[config.mk]
export PLATFORM = sky130hd
export DESIGN_NAME = text_line_page_layout_top
export DESIGN_NICKNAME = d
export VERILOG_FILES = /design/src/sv/tllp_pkg.sv /design/src/sv/tllp_rem_unit.sv /design/src/sv/text_line_page_layout_top.sv
export SDC_FILE = /design/constraint.sdc
export NUM_CORES = 1
export LEC_CHECK = 0
export ABC_AREA = 0
export BUFFER_PORTS_ARGS = -buffer_cell sky130_fd_sc_hd__buf_2
export CAP_MARGIN = 20
export CORE_UTILIZATION = 40
export DETAILED_ROUTE_END_ITERATION = 16
export PLACE_DENSITY = 0.57
export SYNTH_ARGS = -nofsm -noshare
export SYNTH_HDL_FRONTEND = slang
export SYNTH_SLANG_ARGS = --single-unit
[constraint.sdc]
create_clock -name clk_i -period 8.4 [get_ports clk_i]
set_clock_uncertainty 0.2 [all_clocks]
set_input_delay 1.68 -clock clk_i [delete_from_list [all_inputs] [get_ports clk_i]]
set_output_delay 1.68 -clock clk_i [all_outputs]
set_load 0.02 [all_outputs]
[src/sv/tllp_pkg.sv]
// Package for the text line and page layout block.
// Holds widths, character codes, register indexes, reset values and the
// saturation helper. Depends on nothing.
package tllp_pkg;

  // Coordinate widths.
  localparam int COORD_BITS = 15;
  localparam int CFG_BITS   = 15;
  localparam int POS_BITS   = 15;
  localparam int MAG_BITS   = (COORD_BITS > CFG_BITS) ? COORD_BITS : CFG_BITS;
  localparam int WIDE_BITS  = MAG_BITS + 2;
  localparam int LH_BITS    = 8;
  localparam int TW_BITS    = 11;
  localparam int CW_BITS    = 8;
  localparam int CODE_BITS  = 16;
  localparam int IDX_BITS   = 3;

  typedef logic [COORD_BITS-1:0] coord_t;
  typedef logic [CFG_BITS-1:0]   cfg_coord_t;
  typedef logic [POS_BITS-1:0]   pos_t;
  typedef logic [MAG_BITS-1:0]   mag_t;
  typedef logic [WIDE_BITS-1:0]  wide_t;
  typedef logic [TW_BITS-1:0]    tab_t;

  localparam coord_t COORD_MAX = '1;

  // Character codes with special treatment.
  localparam logic [CODE_BITS-1:0] CODE_TAB        = 16'h0009;
  localparam logic [CODE_BITS-1:0] CODE_LINE       = 16'h000A;
  localparam logic [CODE_BITS-1:0] CODE_SPACE      = 16'h0020;
  localparam logic [CODE_BITS-1:0] CODE_LAST_ASCII = 16'h007E;
  localparam logic [CODE_BITS-1:0] CODE_WIDE_BASE  = 16'h0100;
  localparam logic [CODE_BITS-1:0] CODE_IDEO_COMMA = 16'h3001;
  localparam logic [CODE_BITS-1:0] CODE_IDEO_STOP  = 16'h3002;

  // Configuration register indexes.
  typedef enum logic [IDX_BITS-1:0] {
    REG_LEFT_MARGIN  = 3'd0,
    REG_RIGHT_MARGIN = 3'd1,
    REG_TOP_BASELINE = 3'd2,
    REG_BOTTOM_LIMIT = 3'd3,
    REG_LINE_HEIGHT  = 3'd4,
    REG_TAB_WIDTH    = 3'd5
  } cfg_idx_e;

  // Reset values of the configuration registers.
  localparam cfg_coord_t         RST_LEFT_MARGIN  = 15'd50;
  localparam cfg_coord_t         RST_RIGHT_MARGIN = 15'd590;
  localparam cfg_coord_t         RST_TOP_BASELINE = 15'd64;
  localparam cfg_coord_t         RST_BOTTOM_LIMIT = 15'd430;
  localparam logic [LH_BITS-1:0] RST_LINE_HEIGHT  = 8'd22;
  localparam tab_t               RST_TAB_WIDTH    = 11'd64;

  // Request to and response from the remainder unit.
  typedef struct packed {
    logic start;
    mag_t dividend;
    tab_t divisor;
  } rem_req_t;

  typedef struct packed {
    logic done;
    tab_t rem;
  } rem_rsp_t;

  // Clamp a non-negative wide value to the coordinate range.
  function automatic coord_t sat_coord(input wide_t v);
    if (v > wide_t'(COORD_MAX)) begin
      return COORD_MAX;
    end
    return coord_t'(v);
  endfunction

endpackage

[src/sv/tllp_rem_unit.sv]
// Iterative remainder unit for the tab stop search: one quotient bit a cycle.
// Depends on tllp_pkg for the request and response types.
module tllp_rem_unit (
  input  logic              clk_i,
  input  logic              rst_ni,
  input  tllp_pkg::rem_req_t req_i,
  output tllp_pkg::rem_rsp_t rsp_o
);
  import tllp_pkg::*;

  localparam int CNT_BITS = $clog2(MAG_BITS);
  localparam logic [CNT_BITS-1:0] CNT_LAST = CNT_BITS'(MAG_BITS - 1);

  logic                busy_q, busy_d;
  logic                done_q, done_d;
  logic [CNT_BITS-1:0] cnt_q, cnt_d;
  mag_t                dvd_q, dvd_d;
  tab_t                divisor_q, divisor_d;
  tab_t                rem_q, rem_d;
  logic [TW_BITS:0]    trial;

  // One restoring step: bring in the next dividend bit, subtract if it fits.
  always_comb begin
    busy_d    = busy_q;
    done_d    = 1'b0;
    cnt_d     = cnt_q;
    dvd_d     = dvd_q;
    divisor_d = divisor_q;
    rem_d     = rem_q;
    trial     = {rem_q, dvd_q[MAG_BITS-1]};
    if (req_i.start) begin
      busy_d    = 1'b1;
      cnt_d     = '0;
      dvd_d     = req_i.dividend;
      divisor_d = req_i.divisor;
      rem_d     = '0;
    end else if (busy_q) begin
      if (trial >= {1'b0, divisor_q}) begin
        rem_d = tab_t'(trial - {1'b0, divisor_q});
      end else begin
        rem_d = tab_t'(trial);
      end
      dvd_d = {dvd_q[MAG_BITS-2:0], 1'b0};
      cnt_d = cnt_q + 1'b1;
      if (cnt_q == CNT_LAST) begin
        busy_d = 1'b0;
        done_d = 1'b1;
      end
    end
  end

  // Control state.
  always_ff @(posedge clk_i or negedge rst_ni) begin
    if (!rst_ni) begin
      busy_q <= 1'b0;
      done_q <= 1'b0;
      cnt_q  <= '0;
    end else begin
      busy_q <= busy_d;
      done_q <= done_d;
      cnt_q  <= cnt_d;
    end
  end

  // Datapath registers.
  always_ff @(posedge clk_i) begin
    dvd_q     <= dvd_d;
    divisor_q <= divisor_d;
    rem_q     <= rem_d;
  end

  assign rsp_o.done = done_q;
  assign rsp_o.rem  = rem_q;

  // The finished remainder is always below the divisor.
  assert property (@(posedge clk_i) disable iff (!rst_ni)
    done_q |-> (rem_q < divisor_q))
    else $error("remainder not below divisor");

  // A new division never starts on top of a running one.
  assert property (@(posedge clk_i) disable iff (!rst_ni)
    req_i.start |-> !busy_q)
    else $error("remainder unit restarted while busy");

  // Completion is signaled only after the unit has gone idle.
  assert property (@(posedge clk_i) disable iff (!rst_ni)
    done_q |-> (!busy_q && $past(busy_q)))
    else $error("done without a finished division");

endmodule

[src/sv/text_line_page_layout_top.sv]
// Text line and page layout: a character other than tab gives its result in the cycle
// after its transfer in, and no new character is taken until that result is transferred.
// A tab runs its tab stop through the 15-step remainder unit (state ST_DIV) before its
// result (ST_RES). A final character is followed by a separate end-of-text result (ST_EOF).
// Input stall stays high until every result of the character is transferred.
// Async active-low reset: pen 0,0, reset values.
module text_line_page_layout_top (
  input  logic                           clk_i,
  input  logic                           rst_ni,
  input  logic                           cfg_we_i,
  input  logic [tllp_pkg::IDX_BITS-1:0]  cfg_idx_i,
  input  logic [tllp_pkg::CFG_BITS-1:0]  cfg_wdata_i,
  input  logic                           in_valid_i,
  output logic                           in_stall_o,
  input  logic [tllp_pkg::CODE_BITS-1:0] char_code_i,
  input  logic [tllp_pkg::CW_BITS-1:0]   char_width_i,
  input  logic                           first_of_text_i,
  input  logic                           last_of_text_i,
  output logic                           out_valid_o,
  input  logic                           out_stall_i,
  output logic [tllp_pkg::POS_BITS-1:0]  pos_x_o,
  output logic [tllp_pkg::POS_BITS-1:0]  pos_y_o,
  output logic                           new_page_before_o,
  output logic                           page_ends_after_o,
  output logic                           is_eof_o,
  output logic                           last_o
);
  import tllp_pkg::*;

  typedef enum logic [3:0] {
    ST_IDLE = 4'b0001,
    ST_DIV  = 4'b0010,
    ST_RES  = 4'b0100,
    ST_EOF  = 4'b1000
  } state_e;

  state_e state_q, state_d;

  cfg_coord_t         lm_q, rm_q, tb_q, bl_q;
  logic [LH_BITS-1:0] lh_q;
  tab_t               tw_q;

  coord_t pen_x_q, pen_x_d, pen_y_q, pen_y_d;
  logic   pending_q, pending_d;
  logic   tab_neg_q, tab_neg_d;
  logic   eof_next_q, eof_next_d;

  pos_t pos_x_q, pos_x_d, pos_y_q, pos_y_d;
  logic np_q, np_d, pe_q, pe_d, eof_q, eof_d, last_q, last_d;

  rem_req_t div_req;
  rem_rsp_t div_rsp;

  logic   in_xfer, out_xfer;
  coord_t pen_x_e, pen_y_e, lm_c, tb_c;
  logic   pend_e, printable, forbidden, is_tab, tab_neg;
  wide_t  x_adv, ny, tab_sum;
  coord_t nx, nyv, dx, dy;
  logic   np_n, pe_n, pend_n;
  tab_t   tw_eff;
  mag_t   tab_mag;

  // Configuration writes.
  always_ff @(posedge clk_i or negedge rst_ni) begin
    if (!rst_ni) begin
      lm_q <= RST_LEFT_MARGIN;
      rm_q <= RST_RIGHT_MARGIN;
      tb_q <= RST_TOP_BASELINE;
      bl_q <= RST_BOTTOM_LIMIT;
      lh_q <= RST_LINE_HEIGHT;
      tw_q <= RST_TAB_WIDTH;
    end else if (cfg_we_i) begin
      unique case (cfg_idx_e'(cfg_idx_i))
        REG_LEFT_MARGIN:  lm_q <= cfg_wdata_i;
        REG_RIGHT_MARGIN: rm_q <= cfg_wdata_i;
        REG_TOP_BASELINE: tb_q <= cfg_wdata_i;
        REG_BOTTOM_LIMIT: bl_q <= cfg_wdata_i;
        REG_LINE_HEIGHT:  lh_q <= cfg_wdata_i[LH_BITS-1:0];
        REG_TAB_WIDTH:    tw_q <= cfg_wdata_i[TW_BITS-1:0];
        default: ;
      endcase
    end
  end

  assign in_stall_o  = (state_q != ST_IDLE);
  assign out_valid_o = (state_q == ST_RES) || (state_q == ST_EOF);
  assign in_xfer     = in_valid_i && !in_stall_o;
  assign out_xfer    = out_valid_o && !out_stall_i;

  // Placement of one character, from the pen after an optional restart.
  always_comb begin
    lm_c      = sat_coord(wide_t'(lm_q));
    tb_c      = sat_coord(wide_t'(tb_q));
    pen_x_e   = first_of_text_i ? lm_c : pen_x_q;
    pen_y_e   = first_of_text_i ? tb_c : pen_y_q;
    pend_e    = first_of_text_i ? 1'b0 : pending_q;
    printable = (char_code_i >= CODE_WIDE_BASE) ||
                ((char_code_i >= CODE_SPACE) && (char_code_i <= CODE_LAST_ASCII));
    forbidden = (char_code_i == CODE_IDEO_COMMA) || (char_code_i == CODE_IDEO_STOP);
    is_tab    = !printable && (char_code_i == CODE_TAB);
    x_adv     = wide_t'(pen_x_e) + wide_t'(char_width_i);
    ny        = wide_t'(pen_y_e) + wide_t'(lh_q);
    tab_neg   = wide_t'(pen_x_e) < wide_t'(lm_q);
    tab_mag   = tab_neg ? mag_t'(wide_t'(lm_q) - wide_t'(pen_x_e))
                        : mag_t'(wide_t'(pen_x_e) - wide_t'(lm_q));
    dx        = pen_x_e;
    dy        = pen_y_e;
    nx        = pen_x_e;
    nyv       = pen_y_e;
    np_n      = pend_e;
    pe_n      = 1'b0;
    pend_n    = 1'b0;
    if (printable) begin
      // Wrap unless the character may hang or the line is still empty.
      if ((x_adv > wide_t'(rm_q)) && !(forbidden || (wide_t'(pen_x_e) == wide_t'(lm_q)))) begin
        dx = lm_c;
        if (ny > wide_t'(bl_q)) begin
          dy   = tb_c;
          np_n = 1'b1;
        end else begin
          dy = sat_coord(ny);
        end
      end
      nx  = sat_coord(wide_t'(dx) + wide_t'(char_width_i));
      nyv = dy;
    end else if (char_code_i == CODE_LINE) begin
      // A newline past the bottom closes the page, except as the final character.
      nx = lm_c;
      if ((ny > wide_t'(bl_q)) && !last_of_text_i) begin
        nyv    = tb_c;
        pe_n   = 1'b1;
        pend_n = 1'b1;
      end else begin
        nyv = sat_coord(ny);
      end
    end else if (!is_tab) begin
      nx = sat_coord(x_adv);
    end
  end

  // Tab stop from the remainder of the pen offset against the tab width.
  assign tw_eff  = (tw_q == '0) ? tab_t'(1) : tw_q;
  assign tab_sum = tab_neg_q
                   ? wide_t'(pen_x_q) + wide_t'(div_rsp.rem) + wide_t'(tw_eff)
                   : wide_t'(pen_x_q) - wide_t'(div_rsp.rem) + wide_t'(tw_eff);

  assign div_req.start    = in_xfer && is_tab;
  assign div_req.dividend = tab_mag;
  assign div_req.divisor  = tw_eff;

  tllp_rem_unit u_rem (
    .clk_i  (clk_i),
    .rst_ni (rst_ni),
    .req_i  (div_req),
    .rsp_o  (div_rsp)
  );

  // Sequencer.
  always_comb begin
    state_d    = state_q;
    pen_x_d    = pen_x_q;
    pen_y_d    = pen_y_q;
    pending_d  = pending_q;
    tab_neg_d  = tab_neg_q;
    eof_next_d = eof_next_q;
    pos_x_d    = pos_x_q;
    pos_y_d    = pos_y_q;
    np_d       = np_q;
    pe_d       = pe_q;
    eof_d      = eof_q;
    last_d     = last_q;
    unique case (state_q)
      ST_IDLE: begin
        if (in_xfer) begin
          pen_x_d    = nx;
          pen_y_d    = nyv;
          pending_d  = pend_n;
          tab_neg_d  = tab_neg;
          eof_next_d = last_of_text_i;
          pos_x_d    = pos_t'(wide_t'(dx));
          pos_y_d    = pos_t'(wide_t'(dy));
          np_d       = np_n;
          pe_d       = pe_n;
          eof_d      = 1'b0;
          last_d     = !last_of_text_i;
          state_d    = is_tab ? ST_DIV : ST_RES;
        end
      end
      ST_DIV: begin
        if (div_rsp.done) begin
          pen_x_d = sat_coord(tab_sum);
          state_d = ST_RES;
        end
      end
      ST_RES: begin
        if (out_xfer) begin
          if (eof_next_q) begin
            // End-of-text result carries the pen after the final character.
            pos_x_d = pos_t'(wide_t'(pen_x_q));
            pos_y_d = pos_t'(wide_t'(pen_y_q));
            np_d    = 1'b0;
            pe_d    = 1'b0;
            eof_d   = 1'b1;
            last_d  = 1'b1;
            state_d = ST_EOF;
          end else begin
            state_d = ST_IDLE;
          end
        end
      end
      ST_EOF: begin
        if (out_xfer) begin
          state_d = ST_IDLE;
        end
      end
      default: state_d = ST_IDLE;
    endcase
  end

  // Control and pen state.
  always_ff @(posedge clk_i or negedge rst_ni) begin
    if (!rst_ni) begin
      state_q    <= ST_IDLE;
      pen_x_q    <= '0;
      pen_y_q    <= '0;
      pending_q  <= 1'b0;
      tab_neg_q  <= 1'b0;
      eof_next_q <= 1'b0;
    end else begin
      state_q    <= state_d;
      pen_x_q    <= pen_x_d;
      pen_y_q    <= pen_y_d;
      pending_q  <= pending_d;
      tab_neg_q  <= tab_neg_d;
      eof_next_q <= eof_next_d;
    end
  end

  // Result register.
  always_ff @(posedge clk_i) begin
    pos_x_q <= pos_x_d;
    pos_y_q <= pos_y_d;
    np_q    <= np_d;
    pe_q    <= pe_d;
    eof_q   <= eof_d;
    last_q  <= last_d;
  end

  assign pos_x_o           = pos_x_q;
  assign pos_y_o           = pos_y_q;
  assign new_page_before_o = np_q;
  assign page_ends_after_o = pe_q;
  assign is_eof_o          = eof_q;
  assign last_o            = last_q;

  // Input is open only when no result is waiting.
  assert property (@(posedge clk_i) disable iff (!rst_ni)
    !in_stall_o |-> !out_valid_o)
    else $error("input open while a result is pending");

  // The end-of-text result is final and carries no page marks.
  assert property (@(posedge clk_i) disable iff (!rst_ni)
    (out_valid_o && is_eof_o) |-> (last_o && !new_page_before_o && !page_ends_after_o))
    else $error("malformed end-of-text result");

  // The remainder unit reports only while a tab is waiting for it.
  assert property (@(posedge clk_i) disable iff (!rst_ni)
    div_rsp.done |-> (state_q == ST_DIV))
    else $error("remainder done outside the tab step");

  // After the final result is taken the block is ready again.
  assert property (@(posedge clk_i) disable iff (!rst_ni)
    (out_xfer && last_o) |=> !in_stall_o)
    else $error("not ready after the final result");

endmodule
After elaboration in Yosys (flattened, before gate mapping)
Index checks and enable logic that the tools add are counted.
- register bits: 193
- word-level logic and storage cells: 188
- add/subtract/negate cells: 11
- magnitude comparators: 11
- equal/unequal tests: 21
- muxes and demuxes: 90
- reduce and logical (&&, ||, !) cells: 31
- operators with widths (kind ; count):
    $mux 15 ; 34
    $pmux 15 s2 ; 3
    $add 15x8->16 ; 3
    $gt 16x15->1 const B ; 3
    $mux 1 ; 37
    $eq 16x14->1 const B ; 2
    $eq 16x4->1 const B ; 2
    $gt 16x15->1 ; 2
    $sub 15x15->15 ; 2
    $mux 4 ; 7
    $mux 11 ; 2
    $add 16x11->17 ; 1
    $add 16x12->17 ; 1
    $gt 17x15->1 const B ; 1
    $mux 17 ; 1
    $add 15x11->16 ; 1
    $ge 16x6->1 const B ; 1
    $ge 16x9->1 const B ; 1
    $le 16x7->1 const B ; 1
    $pmux 4 s4 ; 1
    $sub 15x11->16 ; 1
    $eq 15x15->1 ; 1
    $lt 15x15->1 ; 1
    $reduce_and 2->1 ; 7
    other kinds (23) ; 48

Depth between registers and ports, before layout
- depth in word-level cells: 15
- mapped depth: 36

Cells and area by module
Synthesis repeated with hierarchy kept, for this count alone.
- cells, all modules: 1811
- area, all modules: 16156.7 um2
- by module, submodules not included (module ; times used ; cells an instance ; area an instance (um2) ; sequential area each (um2)):
    text_line_page_layout_top ; 1 ; 1604 ; 13883.3 ; 3948.8
    tllp_rem_unit ; 1 ; 207 ; 2273.4 ; 1151.1

Worst setup path before layout
No wires, ideal clock.
- kind: input port to flip-flop
- from: in first_of_text_i
- to: reg pen_x_q[10]
- library setup time: 0.129 ns
- arrival: 8.215 ns
- required time: 8.071 ns
- slack: -0.144 ns
- stages on the path: 35
- cells stage by stage: buf_6 > clkbuf_1 > buf_1 > o21ai_0 > ha_1 > fa_1 > a21o_1 > nand4_1 > a31oi_1 > and3_1 > xor2_1 > ha_1 > nand4_1 > nor3_1 > a21boi_0 > nand4b_1 > a2bb2oi_2 > buf_2 > buf_2 > buf_1 > nor2_1 > a21oi_1 > ha_1 > inv_1 > fa_1 > nor2b_1 > o2111ai_1 > nand3_1 > o41a_1 > clkbuf_1 > and3_1 > xnor2_1 > o32a_1 > a211oi_1 > a211oi_1
- longest elaborated chain between the ends: 15
- elaborated cells on any way between the ends: 25
- classes of those cells: add/sub (2); order compare (3); eq/ne (1); mux (16); reduce/logical (3)
- ends and longest elaborated chain (element ; line ; text):
    start, declared ; text_line_page_layout_top.sv:17 ; input logic first_of_text_i,
    $mux 15 (*) ; text_line_page_layout_top.sv:94 ; pen_x_e = first_of_text_i ? lm_c : pen_x_q;
    parallel branches: the longest is 11 deep, another holds $add 15x8->16 ; -- ;
    $mux 15 (*) ; text_line_page_layout_top.sv:113 ; if (printable) begin
    $mux 15 (*) ; text_line_page_layout_top.sv:174 ; if (in_xfer) begin
    $pmux 15 s2 (*) ; text_line_page_layout_top.sv:172 ; unique case (state_q)
    end signal, assigned ; text_line_page_layout_top.sv:231 ; pen_x_q <= pen_x_d;
    end, declared ; text_line_page_layout_top.sv:43 ; coord_t pen_x_q, pen_x_d, pen_y_q, pen_y_d;
Mark *: on every way between the ends. The select of a mux whose other input is x is not followed.
A chain may end at the register's enable or synchronous reset.

Worst setup path in the final report
- from: in first_of_text_i
- to: reg pen_x_q[9]
The elaborated chain is that of the path after synthesis.

==> results.txt <==
Outcome: complete, no violations
Hold Vio Cnt, Final: 0
Setup Buffers After CTS: 0
Max-Cap Viols: 0
Synthesized-area fraction occupied by and/or/nand/nor cells: 0.1512
Fmax achieved: 129.3 MHz
Gr usage total: 0.2593
Count of cell types in the netlist: 95
Nets@finish: 2,025
Critical Path RT: 8.57 ns
Initial antenna violation count: 1
Hold-fix buffers, CTS: 0
Fraction of layout cells with a size suffix above 1: 0.1517
Area delta synth->final: 10.19%
FP Rows: 72
Max Root-Sink Buffers: 2
Max rail drop VDD: 181.8 µV
Rel. slew slack: 0.3015
Register area share after synthesis: 0.3236
Area share of fa/ha/maj cells after synthesis: 0.1286
Routed len/inst: 21.95 µm
Core area: 38,740 µm²
# resized after CTS: 0
Mux share of post-synthesis cell area: 0.07963
Xor and xnor area share after synthesis: 0.04113
CTS tree: yes
Synth Instances: 1,785
Largest family of logic cells by synthesized area: compound AO/OA/AOI/OAI gates
Die ar.: 40,190 µm²
Multi-input logic area: 9874 µm²
Remaining Overflow, GRT: 0
Post-synthesis compound-gate area fraction: 0.2218
Critical path type: input pin to register
Critical path peak fanout: 10
Pwr dens: 445.1 nW/µm²
Port bufs: 84
CP Capture Type: register
GP Congestion: 0.9438
# fillers: 3,838
Max-slew violations: 0
Largest net degree at the start of global routing: 66
Most used DFF post-synth: dfrtp_1
Die W: 200.5 µm
Final period utilization: 0.9210
Vias in the first global route: 13,150
First-pass GRT wire length: 79,920 µm
H-tree lvl count: 4
Setup violators final: 0
Hold Path Depth: 2
Num ports: 85
Worst setup margin: 0.6634 ns
R2R depth: 28
Pre-CTS setup slack: 0.2929 ns
Dpl hpwl: 39,460 µm
Vias per cell: 5.874
Die Y: 200.5 µm
Cell area after synthesis: 15,760 µm²
Post-synthesis net count: 1,984
Setup TNS: 0 ns
WL final: 51,760 µm
Total CTS buffers: 17
Detail Route Antenna Nets: 0
P_leak: 7.411 nW
Min cycle time layout: 7.737 ns
#FFs+latches synth: 193
EDFF count, synth: 60
Residual DRC count: 0
Worst-margin pin slew: 1.044 ns
Clock Latency Late Sink: 0.48 ns
Router iterations before antenna repair: 5
Startpoint Class: input pin
Detailed Route Iter0 Violations: 1,126
Initial Utilization: 0.4068
CTS sink cnt: 193
CTS clk-pin slew, worst paths: 0.09 ns
Worst EP arrival: 7.91 ns
Synth warn: 0
HP Class: register to register
Async set or reset register ratio after synthesis: 0.6321
Reg area: 5100 µm²
Avg Inst Size Synth: 8.828 µm²
Via Count: 13,850
Clock root buffer: clkbuf_16
RSZ-0062 raised after global routing: no
power by group:
group	internal, mW	switching (mW)
clock network	0.477	0.426
registers	1.31	0.318
logic	2.05	3.14
per-stage QoR:
stage / total power [mW] / cell area (µm²) / utilization / hold slack, ns / std cells
2_1_floorplan: 5.316 / 15760 / - / 0.2422 / 1785
3_3_place_gp: 6.673 / 16730 / 0.4318 / 0.2553 / 2324
3_5_place_dp: 6.722 / 16740 / 0.4321 / 0.2864 / 2325
4_1_cts: 7.667 / 17360 / 0.4482 / 0.3043 / 2357
5_1_grt: 8.345 / 17360 / 0.4482 / 0.3198 / 2357
6_report: 7.730 / 17370 / 0.4483 / 0.3032 / 2358
critical path: stages:
cell and delay, ns:
buf_2 0.32, mux2_2 0.43, ha_1 0.36, a21o_1 0.16
nand4_1 0.14, a31oi_1 0.46, and3_1 0.26, xor2_1 0.19
ha_1 0.29, nand4_1 0.12, nor3_1 0.08, a21boi_0 0.12
nand4b_1 0.24, a2bb2oi_4 0.29, buf_4 0.21, nor2_1 0.05
a21oi_1 0.21, ha_1 0.30, a21oi_1 0.17, o211ai_1 0.16
a31o_2 0.37, and2_1 0.21, nand2_1 0.09, mux2i_1 0.11
nor3_2 0.47, o211ai_1 0.17, a32o_1 0.26
state kept, by name, indices dropped and copies added (netlist names), 15 cells and up:
name	count
u_rem.dvd_q	15
pos_y_o	15
pos_x_o	15
rm_q	15
pen_x_q	15
lm_c	15
bl_q	15
tb_c	15
pen_y_q	15
Yosys cell counts (27+ instances only):
master | number | area [µm²]
a21oi_1 | 123 | 615.6
nand3_1 | 27 | 135.1
nor2_1 | 102 | 382.9
dfrtp_1 | 102 | 2552
edfxtp_1 | 60 | 1802
mux2i_1 | 34 | 340.3
clkbuf_1 | 69 | 259.0
xor2_1 | 29 | 254.0
ha_1 | 130 | 1627
a21o_1 | 30 | 225.2
mux2_2 | 80 | 900.9
inv_1 | 125 | 469.2
xnor2_1 | 45 | 394.1
o21ai_0 | 168 | 840.8
nand2_1 | 198 | 743.2
placed cells by master (no fill, tap or decap), drive strengths merged, types with 22 or more instances in the layout:
cell type	netlist	layout
nand2b	22	22
dfrtp	102	102
xnor2	45	45
buf	20	111
nand2	199	199
ha	130	130
inv	125	133
nor2	102	102
o21ai	171	171
mux2i	35	35
a21oi	123	123
xor2	29	29
mux2	80	80
o21a	23	23
nor3	23	23
a211oi	23	23
a21o	30	30
nor2b	23	23
edfxtp	60	60
nand3	28	28
kinds of logic (layout without fill, tap and decap cells):
logic type      after synthesis  after routing
compound gates              544            544
simple gates                494            494
buf+inv                     215            269
flops                       193            193
fa+ha+maj                   150            150
mux                         115            115
xor+xnor                     74             74
other cells                   0              1
area by class of cell:
| cell class | count | area share |
|---|---|---|
| Antenna cell | 1 | 0.0001441 |
| Clock buffer | 20 | 0.02695 |
| Clock inverter | 12 | 0.009078 |
| Inverter | 126 | 0.02724 |
| Multi-Input combinational cell | 1377 | 0.5686 |
| Sequential cell | 193 | 0.2937 |
| Tap cell | 518 | 0.03732 |
| Timing Repair Buffer | 111 | 0.03696 |
routing by layer:
| metal | GRT usage | vias to the layer above | routed length [µm] |
|---|---|---|---|
| li1 | - | 6585 | - |
| met1 | 0.3851 | 6733 | 25110 |
| met2 | 0.3924 | 473 | 22440 |
| met3 | 0.03084 | 60 | 3174 |
| met4 | 0.07770 | 0 | 1045 |
| met5 | 0 | - | 0 |
worst paths after layout:
check,from,to,slack [ns]
max in group asynchronous,rst_ni,lm_c[0],5.51
min in group asynchronous,rst_ni,u_rem.cnt_q[1],1.09
worst min-delay path,pending_q,pending_q,0.30
worst max register to register,pen_x_q[0],pen_x_q[9],1.62
worst min register to register,pending_q,pending_q,0.30
worst max-delay path,first_of_text_i,pen_x_q[9],0.66
Note: power is estimated with default switching activity, not from simulation.
